==> src/design/hpc_pkg.sv <==
`timescale 1ns / 1ps
// Shared types and constants for the H-bridge position compensator.
// No dependencies; every other design file refers to this package by scoped names.
package hpc_pkg;

	localparam int SAMPLE_WIDTH    = 12;
	localparam int REF_WIDTH       = 12;
	localparam int COEF_WIDTH      = 16;
	localparam int DUTY_WIDTH      = 9;
	localparam int ERR_WIDTH       = 11;
	localparam int ERR_FULL_WIDTH  = ((REF_WIDTH > SAMPLE_WIDTH) ? REF_WIDTH : SAMPLE_WIDTH) + 1;
	localparam int STATE_WIDTH_DEF = 32;
	localparam int CFG_INDEX_WIDTH = 3;

	localparam int Q_FRAC    = 12;
	localparam int IN_SHIFT  = 4;
	localparam int OUT_SHIFT = 8;

	localparam int WIN_HIGH    = 950;
	localparam int WIN_LOW     = -700;
	localparam int DRIVE_LIMIT = 408;
	localparam int RAMP_START  = 500;
	localparam int REF_RESET   = 1524;
	localparam int ONE_Q12     = 4096;

	localparam logic [CFG_INDEX_WIDTH-1:0] REG_REFERENCE     = 3'd0;
	localparam logic [CFG_INDEX_WIDTH-1:0] REG_GAIN_IN       = 3'd1;
	localparam logic [CFG_INDEX_WIDTH-1:0] REG_COEF_CUR_IN   = 3'd2;
	localparam logic [CFG_INDEX_WIDTH-1:0] REG_COEF_PREV_IN  = 3'd3;
	localparam logic [CFG_INDEX_WIDTH-1:0] REG_COEF_PREV_OUT = 3'd4;
	localparam logic [CFG_INDEX_WIDTH-1:0] REG_GAIN_OUT      = 3'd5;

	localparam logic [1:0] DIR_NONE = 2'b00;
	localparam logic [1:0] DIR_FWD  = 2'b01;
	localparam logic [1:0] DIR_REV  = 2'b10;

	typedef struct packed {
		logic [SAMPLE_WIDTH-1:0] adc_sample;
		logic                    digital_mode;
		logic                    motor_off;
	} in_item_t;

	typedef struct packed {
		logic [DUTY_WIDTH-1:0] duty;
		logic                  drive_fwd;
		logic                  drive_rev;
		logic                  fault;
	} out_item_t;

	typedef struct packed {
		logic signed [COEF_WIDTH-1:0] gain_in;
		logic signed [COEF_WIDTH-1:0] coef_cur_in;
		logic signed [COEF_WIDTH-1:0] coef_prev_in;
		logic signed [COEF_WIDTH-1:0] coef_prev_out;
		logic signed [COEF_WIDTH-1:0] gain_out;
	} coef_set_t;

	typedef struct packed {
		logic                  done;
		logic [DUTY_WIDTH-1:0] duty;
		logic                  rev;
	} filt_res_t;

endpackage

==> src/design/hpc_booth_mul.sv <==
`timescale 1ns / 1ps
// Digit-serial signed multiplier, radix-4 Booth, two coefficient bits per cycle.
// Depends on hpc_pkg for the coefficient width and the default operand width.
module hpc_booth_mul #(
	parameter int A_WIDTH = hpc_pkg::STATE_WIDTH_DEF
) (
	input  logic                              clk,
	input  logic                              arst_n,
	input  logic                              start,
	input  logic signed [A_WIDTH-1:0]         a,
	input  logic signed [hpc_pkg::COEF_WIDTH-1:0] c,
	output logic [A_WIDTH+hpc_pkg::COEF_WIDTH-1:0] product,
	output logic                              done
);

	localparam int CW        = hpc_pkg::COEF_WIDTH;
	localparam int PW        = A_WIDTH + CW;
	localparam int STEPS     = CW / 2;
	localparam int STEP_BITS = $clog2(STEPS);

	logic [PW-1:0]        mcand_q;
	logic [CW:0]          coef_q;
	logic [PW-1:0]        acc_q;
	logic [STEP_BITS-1:0] step_q;
	logic                 busy_q;
	logic                 done_q;
	logic [PW-1:0]        pp;

	always_comb begin
		unique case (coef_q[2:0])
			3'b000, 3'b111: pp = '0;
			3'b001, 3'b010: pp = mcand_q;
			3'b011:         pp = mcand_q << 1;
			3'b100:         pp = PW'(-(mcand_q << 1));
			3'b101, 3'b110: pp = PW'(-mcand_q);
			default:        pp = '0;
		endcase
	end

	always_ff @(posedge clk or negedge arst_n) begin
		if (!arst_n) begin
			busy_q <= 1'b0;
			done_q <= 1'b0;
			step_q <= '0;
		end else begin
			done_q <= 1'b0;
			if (start) begin
				busy_q <= 1'b1;
				step_q <= '0;
			end else if (busy_q) begin
				step_q <= step_q + 1'b1;
				if (step_q == STEP_BITS'(STEPS - 1)) begin
					busy_q <= 1'b0;
					done_q <= 1'b1;
				end
			end
		end
	end

	always_ff @(posedge clk) begin
		if (start) begin
			acc_q   <= '0;
			mcand_q <= {{CW{a[A_WIDTH-1]}}, a};
			coef_q  <= {c, 1'b0};
		end else if (busy_q) begin
			acc_q   <= acc_q + pp;
			mcand_q <= mcand_q << 2;
			coef_q  <= {{2{coef_q[CW]}}, coef_q[CW:2]};
		end
	end

	assign product = acc_q;
	assign done    = done_q;

endmodule

==> src/design/hpc_filter.sv <==
`timescale 1ns / 1ps
// Digital compensation path: input gain, first-order IIR section, output gain and clamp.
// Depends on hpc_pkg and sequences the five products through one hpc_booth_mul.
module hpc_filter #(
	parameter int STATE_WIDTH = hpc_pkg::STATE_WIDTH_DEF
) (
	input  logic                                clk,
	input  logic                                arst_n,
	input  logic                                start,
	input  logic signed [hpc_pkg::ERR_WIDTH-1:0] err,
	input  hpc_pkg::coef_set_t                  coefs,
	output hpc_pkg::filt_res_t                  res
);

	localparam int SW   = STATE_WIDTH;
	localparam int CW   = hpc_pkg::COEF_WIDTH;
	localparam int EW   = hpc_pkg::ERR_WIDTH;
	localparam int DW   = hpc_pkg::DUTY_WIDTH;
	localparam int QF   = hpc_pkg::Q_FRAC;
	localparam int QI   = hpc_pkg::IN_SHIFT;
	localparam int QO   = hpc_pkg::OUT_SHIFT;
	localparam int PW   = SW + CW;
	localparam int TW   = PW - QF;
	localparam int S4W  = PW - QI;
	localparam int SUMW = TW + 2;

	localparam logic [PW-1:0] RND_Q  = PW'((1 << QF) - 1);
	localparam logic [PW-1:0] RND_IN = PW'((1 << QI) - 1);
	localparam logic signed [SW-1:0] S_MAX = {1'b0, {(SW-1){1'b1}}};
	localparam logic signed [SW-1:0] S_MIN = {1'b1, {(SW-1){1'b0}}};
	localparam logic signed [TW-1:0] LIM_POS = TW'(hpc_pkg::DRIVE_LIMIT * 256);
	localparam logic signed [TW-1:0] LIM_NEG = TW'(-(hpc_pkg::DRIVE_LIMIT * 256));

	localparam logic [2:0] F_IDLE     = 3'd0;
	localparam logic [2:0] F_GAIN_IN  = 3'd1;
	localparam logic [2:0] F_CUR      = 3'd2;
	localparam logic [2:0] F_PREV_IN  = 3'd3;
	localparam logic [2:0] F_PREV_OUT = 3'd4;
	localparam logic [2:0] F_GAIN_OUT = 3'd5;
	localparam logic [2:0] F_CLAMP    = 3'd6;

	logic [2:0]              st_q;
	logic                    mul_start_q;
	logic signed [SW-1:0]    mul_a;
	logic signed [CW-1:0]    mul_c;
	logic [PW-1:0]           mul_p;
	logic                    mul_done;

	logic [PW-1:0]           p_rq;
	logic [PW-1:0]           p_ri;
	logic signed [TW-1:0]    term;
	logic signed [SUMW-1:0]  term_x;
	logic signed [SUMW-1:0]  sum_next;
	logic signed [S4W-1:0]   scaled_full;
	logic [S4W-SW:0]         s_hi;
	logic [SUMW-SW:0]        f_hi;
	logic signed [SW-1:0]    s_sat;
	logic signed [SW-1:0]    f_sat;

	logic signed [SW-1:0]    s_q;
	logic signed [SW-1:0]    f_q;
	logic signed [SW-1:0]    psi_q;
	logic signed [SW-1:0]    pfo_q;
	logic signed [SUMW-1:0]  sum_q;
	logic signed [TW-1:0]    o_q;
	logic [DW-1:0]           duty_q;
	logic                    rev_q;
	logic                    done_q;

	logic                    over;
	logic                    under;
	logic [TW-1:0]           mag;
	logic [DW-1:0]           duty_c;

	hpc_booth_mul #(
		.A_WIDTH(SW)
	) u_mul (
		.clk    (clk),
		.arst_n (arst_n),
		.start  (mul_start_q),
		.a      (mul_a),
		.c      (mul_c),
		.product(mul_p),
		.done   (mul_done)
	);

	always_comb begin
		unique case (st_q)
			F_GAIN_IN: begin
				mul_a = {{(SW-EW){err[EW-1]}}, err};
				mul_c = coefs.gain_in;
			end
			F_CUR: begin
				mul_a = s_q;
				mul_c = coefs.coef_cur_in;
			end
			F_PREV_IN: begin
				mul_a = psi_q;
				mul_c = coefs.coef_prev_in;
			end
			F_PREV_OUT: begin
				mul_a = pfo_q;
				mul_c = coefs.coef_prev_out;
			end
			F_GAIN_OUT: begin
				mul_a = f_q;
				mul_c = coefs.gain_out;
			end
			default: begin
				mul_a = '0;
				mul_c = '0;
			end
		endcase
	end

	// Products are truncated toward zero: negative values are biased before the shift.
	always_comb begin
		p_rq        = mul_p + (mul_p[PW-1] ? RND_Q : '0);
		p_ri        = mul_p + (mul_p[PW-1] ? RND_IN : '0);
		term        = p_rq[PW-1:QF];
		term_x      = {{2{term[TW-1]}}, term};
		sum_next    = sum_q + term_x;
		scaled_full = p_ri[PW-1:QI];
		s_hi        = scaled_full[S4W-1:SW-1];
		f_hi        = sum_next[SUMW-1:SW-1];
		if (s_hi == '0 || s_hi == '1) begin
			s_sat = scaled_full[SW-1:0];
		end else begin
			s_sat = scaled_full[S4W-1] ? S_MIN : S_MAX;
		end
		if (f_hi == '0 || f_hi == '1) begin
			f_sat = sum_next[SW-1:0];
		end else begin
			f_sat = sum_next[SUMW-1] ? S_MIN : S_MAX;
		end
	end

	always_comb begin
		over  = o_q > LIM_POS;
		under = o_q < LIM_NEG;
		mag   = o_q[TW-1] ? TW'(-o_q) : o_q;
		if (over || under) begin
			duty_c = DW'(hpc_pkg::DRIVE_LIMIT);
		end else begin
			duty_c = mag[QO+DW-1:QO];
		end
	end

	always_ff @(posedge clk or negedge arst_n) begin
		if (!arst_n) begin
			st_q        <= F_IDLE;
			mul_start_q <= 1'b0;
			done_q      <= 1'b0;
			psi_q       <= '0;
			pfo_q       <= '0;
		end else begin
			mul_start_q <= 1'b0;
			done_q      <= 1'b0;
			unique case (st_q)
				F_IDLE: begin
					if (start) begin
						st_q        <= F_GAIN_IN;
						mul_start_q <= 1'b1;
					end
				end
				F_GAIN_IN: begin
					if (mul_done) begin
						st_q        <= F_CUR;
						mul_start_q <= 1'b1;
					end
				end
				F_CUR: begin
					if (mul_done) begin
						st_q        <= F_PREV_IN;
						mul_start_q <= 1'b1;
					end
				end
				F_PREV_IN: begin
					if (mul_done) begin
						st_q        <= F_PREV_OUT;
						mul_start_q <= 1'b1;
					end
				end
				F_PREV_OUT: begin
					if (mul_done) begin
						st_q        <= F_GAIN_OUT;
						mul_start_q <= 1'b1;
					end
				end
				F_GAIN_OUT: begin
					if (mul_done) begin
						st_q  <= F_CLAMP;
						psi_q <= s_q;
						pfo_q <= f_q;
					end
				end
				F_CLAMP: begin
					st_q   <= F_IDLE;
					done_q <= 1'b1;
				end
				default: st_q <= F_IDLE;
			endcase
		end
	end

	always_ff @(posedge clk) begin
		if (mul_done) begin
			unique case (st_q)
				F_GAIN_IN:  s_q   <= s_sat;
				F_CUR:      sum_q <= term_x;
				F_PREV_IN:  sum_q <= sum_q - term_x;
				F_PREV_OUT: f_q   <= f_sat;
				F_GAIN_OUT: o_q   <= term;
				default: ;
			endcase
		end
		if (st_q == F_CLAMP) begin
			duty_q <= duty_c;
			rev_q  <= o_q[TW-1];
		end
	end

	assign res = '{done: done_q, duty: duty_q, rev: rev_q};

endmodule

==> src/design/hbridge_position_compensator_core.sv <==
`timescale 1ns / 1ps
// Top level of the H-bridge position compensator: channels, registers, window and ramp.
// Depends on hpc_pkg and instantiates hpc_filter.
//
//   Channel  Signals                          Direction  Payload
//   in       in_valid, in_stall, in_item      input      hpc_pkg::in_item_t
//   out      out_valid, out_stall, out_item   output     hpc_pkg::out_item_t
//   cfg      cfg_we, cfg_index, cfg_data      input      register write, no read-back
//
// In digital mode an item's time is set by the five eight-step radix-4 products of the
// shared serial multiplier; fault and direct mode skip the filter. One item is in work
// at a time; in_stall is high until its result is in the output register. A stalled
// output holds the block in its last step, and a held result never blocks the
// acceptance of the next item. Reset is asynchronous.
module hbridge_position_compensator_core #(
	parameter int STATE_WIDTH = hpc_pkg::STATE_WIDTH_DEF
) (
	input  logic                                  clk,
	input  logic                                  arst_n,
	input  logic                                  in_valid,
	output logic                                  in_stall,
	input  hpc_pkg::in_item_t                     in_item,
	output logic                                  out_valid,
	input  logic                                  out_stall,
	output hpc_pkg::out_item_t                    out_item,
	input  logic                                  cfg_we,
	input  logic [hpc_pkg::CFG_INDEX_WIDTH-1:0]   cfg_index,
	input  logic [hpc_pkg::COEF_WIDTH-1:0]        cfg_data
);

	localparam int EW = hpc_pkg::ERR_FULL_WIDTH;
	localparam int DW = hpc_pkg::DUTY_WIDTH;
	localparam int RW = hpc_pkg::REF_WIDTH;
	localparam int XW = hpc_pkg::ERR_WIDTH;

	localparam logic signed [EW-1:0] WIN_HI  = EW'(hpc_pkg::WIN_HIGH);
	localparam logic signed [EW-1:0] WIN_LO  = EW'(hpc_pkg::WIN_LOW);
	localparam logic signed [EW-1:0] LIM_HI  = EW'(hpc_pkg::DRIVE_LIMIT);
	localparam logic signed [EW-1:0] LIM_LO  = EW'(-hpc_pkg::DRIVE_LIMIT);
	localparam logic [DW-1:0]        DUTY_LIM = DW'(hpc_pkg::DRIVE_LIMIT);

	localparam logic [1:0] T_IDLE = 2'd0;
	localparam logic [1:0] T_EVAL = 2'd1;
	localparam logic [1:0] T_FILT = 2'd2;
	localparam logic [1:0] T_OUT  = 2'd3;

	logic [1:0]                st_q;
	logic                      out_valid_q;
	logic [1:0]                dir_q;
	logic [DW-1:0]             ramp_q;
	logic [RW-1:0]             ref_q;
	hpc_pkg::coef_set_t        coefs_q;

	hpc_pkg::in_item_t         item_q;
	logic [DW-1:0]             duty_q;
	logic [1:0]                res_dir_q;
	logic                      res_fault_q;
	hpc_pkg::out_item_t        out_item_q;

	logic signed [EW-1:0]      err;
	logic signed [EW-1:0]      err_neg;
	logic                      in_win;
	logic                      filt_start;
	logic [DW-1:0]             direct_duty;
	logic [1:0]                direct_dir;
	logic                      out_free;
	logic [DW-1:0]             final_duty;
	logic [1:0]                final_dir;
	hpc_pkg::filt_res_t        filt_res;

	hpc_filter #(
		.STATE_WIDTH(STATE_WIDTH)
	) u_filter (
		.clk   (clk),
		.arst_n(arst_n),
		.start (filt_start),
		.err   (err[XW-1:0]),
		.coefs (coefs_q),
		.res   (filt_res)
	);

	always_comb begin
		err        = EW'(ref_q) - EW'(item_q.adc_sample);
		err_neg    = -err;
		in_win     = (err <= WIN_HI) && (err >= WIN_LO);
		filt_start = (st_q == T_EVAL) && in_win && item_q.digital_mode;
		if (err > LIM_HI) begin
			direct_duty = DUTY_LIM;
			direct_dir  = hpc_pkg::DIR_FWD;
		end else if (err < LIM_LO) begin
			direct_duty = DUTY_LIM;
			direct_dir  = hpc_pkg::DIR_REV;
		end else if (err[EW-1]) begin
			direct_duty = err_neg[DW-1:0];
			direct_dir  = hpc_pkg::DIR_REV;
		end else begin
			direct_duty = err[DW-1:0];
			direct_dir  = hpc_pkg::DIR_FWD;
		end
		out_free   = !out_valid_q || !out_stall;
		final_duty = item_q.motor_off ? ramp_q : duty_q;
		final_dir  = item_q.motor_off ? hpc_pkg::DIR_FWD : res_dir_q;
	end

	always_ff @(posedge clk or negedge arst_n) begin
		if (!arst_n) begin
			ref_q                 <= RW'(hpc_pkg::REF_RESET);
			coefs_q.gain_in       <= hpc_pkg::COEF_WIDTH'(hpc_pkg::ONE_Q12);
			coefs_q.coef_cur_in   <= hpc_pkg::COEF_WIDTH'(hpc_pkg::ONE_Q12);
			coefs_q.coef_prev_in  <= '0;
			coefs_q.coef_prev_out <= '0;
			coefs_q.gain_out      <= hpc_pkg::COEF_WIDTH'(hpc_pkg::ONE_Q12);
		end else if (cfg_we) begin
			unique case (cfg_index)
				hpc_pkg::REG_REFERENCE:     ref_q                 <= cfg_data[RW-1:0];
				hpc_pkg::REG_GAIN_IN:       coefs_q.gain_in       <= cfg_data;
				hpc_pkg::REG_COEF_CUR_IN:   coefs_q.coef_cur_in   <= cfg_data;
				hpc_pkg::REG_COEF_PREV_IN:  coefs_q.coef_prev_in  <= cfg_data;
				hpc_pkg::REG_COEF_PREV_OUT: coefs_q.coef_prev_out <= cfg_data;
				hpc_pkg::REG_GAIN_OUT:      coefs_q.gain_out      <= cfg_data;
				default: ;
			endcase
		end
	end

	always_ff @(posedge clk or negedge arst_n) begin
		if (!arst_n) begin
			st_q        <= T_IDLE;
			out_valid_q <= 1'b0;
			dir_q       <= hpc_pkg::DIR_NONE;
			ramp_q      <= DW'(hpc_pkg::RAMP_START);
		end else begin
			if (st_q == T_OUT && out_free) begin
				out_valid_q <= 1'b1;
			end else if (out_valid_q && !out_stall) begin
				out_valid_q <= 1'b0;
			end
			unique case (st_q)
				T_IDLE: begin
					if (in_valid) begin
						st_q <= T_EVAL;
					end
				end
				T_EVAL: begin
					st_q <= (in_win && item_q.digital_mode) ? T_FILT : T_OUT;
				end
				T_FILT: begin
					if (filt_res.done) begin
						st_q <= T_OUT;
					end
				end
				T_OUT: begin
					if (out_free) begin
						st_q  <= T_IDLE;
						dir_q <= final_dir;
						if (item_q.motor_off && ramp_q != '0) begin
							ramp_q <= ramp_q - 1'b1;
						end
					end
				end
				default: st_q <= T_IDLE;
			endcase
		end
	end

	always_ff @(posedge clk) begin
		if (st_q == T_IDLE && in_valid) begin
			item_q <= in_item;
		end
		if (st_q == T_EVAL) begin
			res_fault_q <= !in_win;
			if (!in_win) begin
				duty_q    <= '0;
				res_dir_q <= dir_q;
			end else begin
				duty_q    <= direct_duty;
				res_dir_q <= direct_dir;
			end
		end
		if (st_q == T_FILT && filt_res.done) begin
			duty_q    <= filt_res.duty;
			res_dir_q <= filt_res.rev ? hpc_pkg::DIR_REV : hpc_pkg::DIR_FWD;
		end
		if (st_q == T_OUT && out_free) begin
			out_item_q.duty      <= final_duty;
			out_item_q.drive_fwd <= final_dir[0];
			out_item_q.drive_rev <= final_dir[1];
			out_item_q.fault     <= res_fault_q;
		end
	end

	assign in_stall  = (st_q != T_IDLE);
	assign out_valid = out_valid_q;
	assign out_item  = out_item_q;

endmodule
==> config.mk <==
export PLATFORM = sky130hd
export DESIGN_NAME = hbridge_position_compensator_core
export DESIGN_NICKNAME = d
export VERILOG_FILES = /design/src/design/hpc_pkg.sv /design/src/design/hpc_booth_mul.sv /design/src/design/hpc_filter.sv /design/src/design/hbridge_position_compensator_core.sv
export SDC_FILE = /design/constraint.sdc
export NUM_CORES = 1
export LEC_CHECK = 0
export BUFFER_PORTS_ARGS = -buffer_cell sky130_fd_sc_hd__buf_2
export CAP_MARGIN = 15
export CORE_AREA = 8 8 231 233
export DETAILED_ROUTE_END_ITERATION = 12
export DIE_AREA = 0 0 239 241
export GPL_TIMING_DRIVEN = 0
export PLACE_DENSITY_LB_ADDON = 0.3
export SKIP_LAST_GASP = 1
export SLEW_MARGIN = 30
export SYNTH_ARGS = -nofsm -noshare
export SYNTH_HDL_FRONTEND = slang
export SYNTH_SLANG_ARGS = --single-unit
==> constraint.sdc <==
create_clock -name clk -period 6.6 [get_ports clk]
set_input_delay 1.32 -clock clk [delete_from_list [all_inputs] [get_ports clk]]
set_output_delay 1.32 -clock clk [all_outputs]
set_load 0.02 [all_outputs]
==> summary.md <==
| Metric | Value |
|---|---|
| Status | `finished clean` |
| FMAX | `between 150 and 200 MHz` |
| ANT nets after route | `0` |
| Synth Instances | `3,231` |
| Final setup skew | `roughly 0.017 ns` |
| Sink Count | `about 480` |
| Commonest cells after routing, fill and taps aside | `254 x nand2_1, 250 x edfxtp_1, 238 x a21oi_1` |
| Pint | `9.90 mW` |
| Nature of the critical path endpoint | `register` |
| Die Wd | `approximately 240 um` |
| Worst VDD drop | `~0.48 mV` |
| CTS tree | `done` |
| Post-DR vias/cell | `~6.6` |
| Post-synth top flop | `edfxtp_1` |
| CP arrival | `approximately 6.7 ns` |
| Comb pwr share | `0.582` |
| Initial DRC Count | `about 3,000` |
| Reg area | `~13,000 sq um` |
| Initial antenna violation count | `2` |
| Core Box Area | `a little under 50,000 sq um` |
| Total global routing overflow | `0` |
| Number of synthesized flops with an enable pin | `250` |
| Worst skew pair latency | `between 0.6 and 0.7 ns` |
| Critical Path RT | `6.95 ns` |
| Max clock buf depth | `3` |
| Clk slew on worst S/H paths | `roughly 0.060 ns` |
| Sequential-to-total area share from yosys stat | `0.415` |
| Hold slack | `0.463 ns` |
| Pwr Total | `approximately 19 mW` |
| Max Cap Violations | `0` |
| Hold_buf cts | `0` |
| Syn_area_per_cell | `9.70 sq um` |
| Switch share | `0.473` |
| Net Sw Power | `about 9 mW` |
| DR vias | `~27,000` |
| Startpoint Class | `register` |
| Root cell of the clock tree | `clkbuf_16` |
| FILL cells | `3,759` |
| Clock network power share | `0.161` |
| Total CTS buffers | `52` |
| Final instance area | `34,600 sq um` |
| Die area | `57,600 sq um` |
| Area of the multi-input gates | `roughly 17,000 sq um` |
| IO Pins | `52` |
| Async set or reset register ratio after synthesis | `0.376` |
| Pin count of the biggest net entering global routing | `87` |
| CP Launch Point | `u_filter.u_mul.product[47]` |
| Worst-path fanout max | `15` |
| Final Cycle Share | `0.969` |
| Reg power frac | `0.257` |
| RD Place Congestion | `0.957` |
| Diode count | `0` |
| Slew HR | `0.304` |
| Least-Margin Pin Slew | `approximately 1.0 ns` |
| Most common cell after layout, fill and taps aside | `nand2_1` |
| Launch point of the worst reg-to-reg path | `u_filter.u_mul.product[47]` |
| Initial Utilization | `0.631` |
| Worst Hold Class | `reg -> reg` |
| Area leader, netlist | `edfxtp_1` |
| Fin. Hold Viols | `0` |
| Hpwl dp | `around 74,000 um` |
| Synth Warn # | `0` |
| Residual DRC | `0` |
| Fraction of layout cells with a size suffix above 1 | `0.133` |
| H-tree lvl count | `2` |
| Max-slew violations | `0` |
| Final setup vio count | `0` |
| Row count | `between 80 and 90` |
| PD cells | `543 nW/um^2` |
| FF+latch count, synth | `~480` |
| Vias in the first global route | `about 26,000` |
| WS Path Type | `reg -> reg` |
| Placed Instance Area | `~33,000 sq um` |
| PortBufs | `50` |
| Final worst path period need | `6.39 ns` |
| First-pass GRT wire length | `149,000 um` |
| Synthesized Nets | `between 3,000 and 4,000` |
| Final net count | `roughly 3,500` |
| Post-synth cell types | `97` |
| Final WL | `98,600 um` |
| Top cells by area, synth | `edfxtp_1 24%, dfrtp_1 13%, ha_1 6.6%` |
| All-layer global routing usage | `0.333` |
| Leakage | `about 14 nW` |
| Avg WL per Cell | `approximately 24 um` |
| Pre-antenna DRT Iters | `6` |
| Placement Setup Slack | `-0.664 ns` |
| Synthesized area | `approximately 31,000 sq um` |
| Share of the synthesized area in the top cell type | `0.239` |
| Unrepaired setup endpoints after global routing | `false` |
| Height of the die | `approximately 240 um` |
| Final WS setup | `approximately 0.21 ns` |
| Hold Crit Start | `res_fault_q` |
| Layout area overhead | `10.3%` |
-- per-stage QoR --
stage	TNS, ns	cells	util
2_1_floorplan	0	3231	-
3_3_place_gp	-18.52	3953	0.653
3_5_place_dp	-19.95	3960	0.657
4_1_cts	-0.0171	4058	0.693
5_1_grt	0	4057	0.696
6_report	0	4057	0.696
-- power by group through the flow --
stage               logic, mW  clock network (mW)  registers [mW]
floorplan                7.58                   0            4.64
global placement         10.1                   0            4.83
detailed placement       10.4                   0            4.85
CTS                      10.6                3.04            4.80
global route             11.8                3.15            4.88
finish                   10.9                3.02            4.83
-- synth_stat cells, drive strengths merged, types with 89 or more instances --
library cell  count
a21oi           258
nand2           256
edfxtp          250
nor2            223
xnor2           198
mux2            177
inv             171
ha              166
o21ai           165
dfrtp           164
clkbuf          135
a22oi            89
-- sequential cells by signal, summed over array words and instances (netlist names), 2 cells and up --
name,cells
ref_q,12
u_filter.u_mul.step_q,3
out_item,12
u_filter.duty_q,9
u_filter.o_q,36
u_filter.u_mul.coef_q,17
u_filter.pfo_q,32
st_q,2
dir_q,2
ramp_q,9
u_filter.sum_q,38
res_dir_q,2
u_filter.st_q,3
u_filter.s_q,32
u_filter.u_mul.product,48
u_filter.f_q,32
item_q,14
u_filter.psi_q,32
u_filter.u_mul.mcand_q,48
coefs_q,80
duty_q,9
-- layer usage --
| layer | share of wire | global-route usage | wire (um) | vias up |
|---|---|---|---|---|
| met1 | 0.40 | 0.427 | 39100 | 13100 |
| met2 | 0.46 | 0.542 | 45500 | 1436 |
| met4 | 0.056 | 0.176 | 5530 | 2 |
| li1 | - | - | - | 12000 |
| met5 | 0.00013 | 0 | 13 | - |
| met3 | 0.087 | 0.0548 | 8550 | 295 |
-- kinds of logic (layout without fill, tap and decap cells) --
kind of cell / after synthesis / in the layout / share of synthesized area
adder cells (fa/ha/maj): 170 / 170 / 0.0688
AO/OA/AOI/OAI: 881 / 881 / 0.183
multiplexers: 225 / 225 / 0.0789
flip-flops: 479 / 479 / 0.415
AND/OR/NAND/NOR: 859 / 859 / 0.135
buffers and inverters: 344 / 498 / 0.0427
XOR/XNOR: 273 / 273 / 0.0763
-- worst max-delay path: stages (launching register included) --
cell and delay (ns):
dfxtp_4 0.50, ha_1 0.30, a21oi_1 0.19, a21boi_2 0.11
a21oi_1 0.17, o211a_1 0.36, buf_2 0.34, nor2_1 0.14
nand2_1 0.13, xor2_2 0.30, inv_1 0.10, ha_1 0.28
buf_2 0.19, o211ai_1 0.13, o211ai_1 0.39, a311oi_4 0.24
o211ai_1 0.43, and2_1 0.27, o21ai_1 0.13, a2111oi_0 0.47
o311ai_1 0.18, o21ai_2 0.15, buf_4 0.17, buf_2 0.28
a31oi_1 0.15
-- path summary, 6_finish.rpt --
path,end,slack [ns],cells past startpoint
hold reg to reg,out_item[0],0.46,0
setup reg to reg,u_filter.f_q[8],0.21,24
max in group asynchronous,ramp_q[4],4.93,3
setup / recovery,u_filter.f_q[8],0.21,24
min in group asynchronous,coefs_q[5],0.56,1
hold / removal,out_item[0],0.46,0
-- cell type report --
class / instances / share of cell area
Sequential cell: 479 / 0.377
Clock inverter: 31 / 0.0100
Inverter: 175 / 0.0191
Tap cell: 672 / 0.0243
Timing Repair Buffer: 59 / 0.0128
Buffer: 166 / 0.0195
Multi-Input combinational cell: 2408 / 0.497
Clock buffer: 67 / 0.0408
-- repair_timing --
item | CTS | global route
endpoints found under the setup margin | 34 | 39
gates cloned | 0 | 0
resized for setup | 7 | 27
setup buffers | 0 | 2
endpoints found under the hold margin | 0 | 0
pin swaps | 0 | 3
Note: power is estimated with default switching activity, not from simulation.
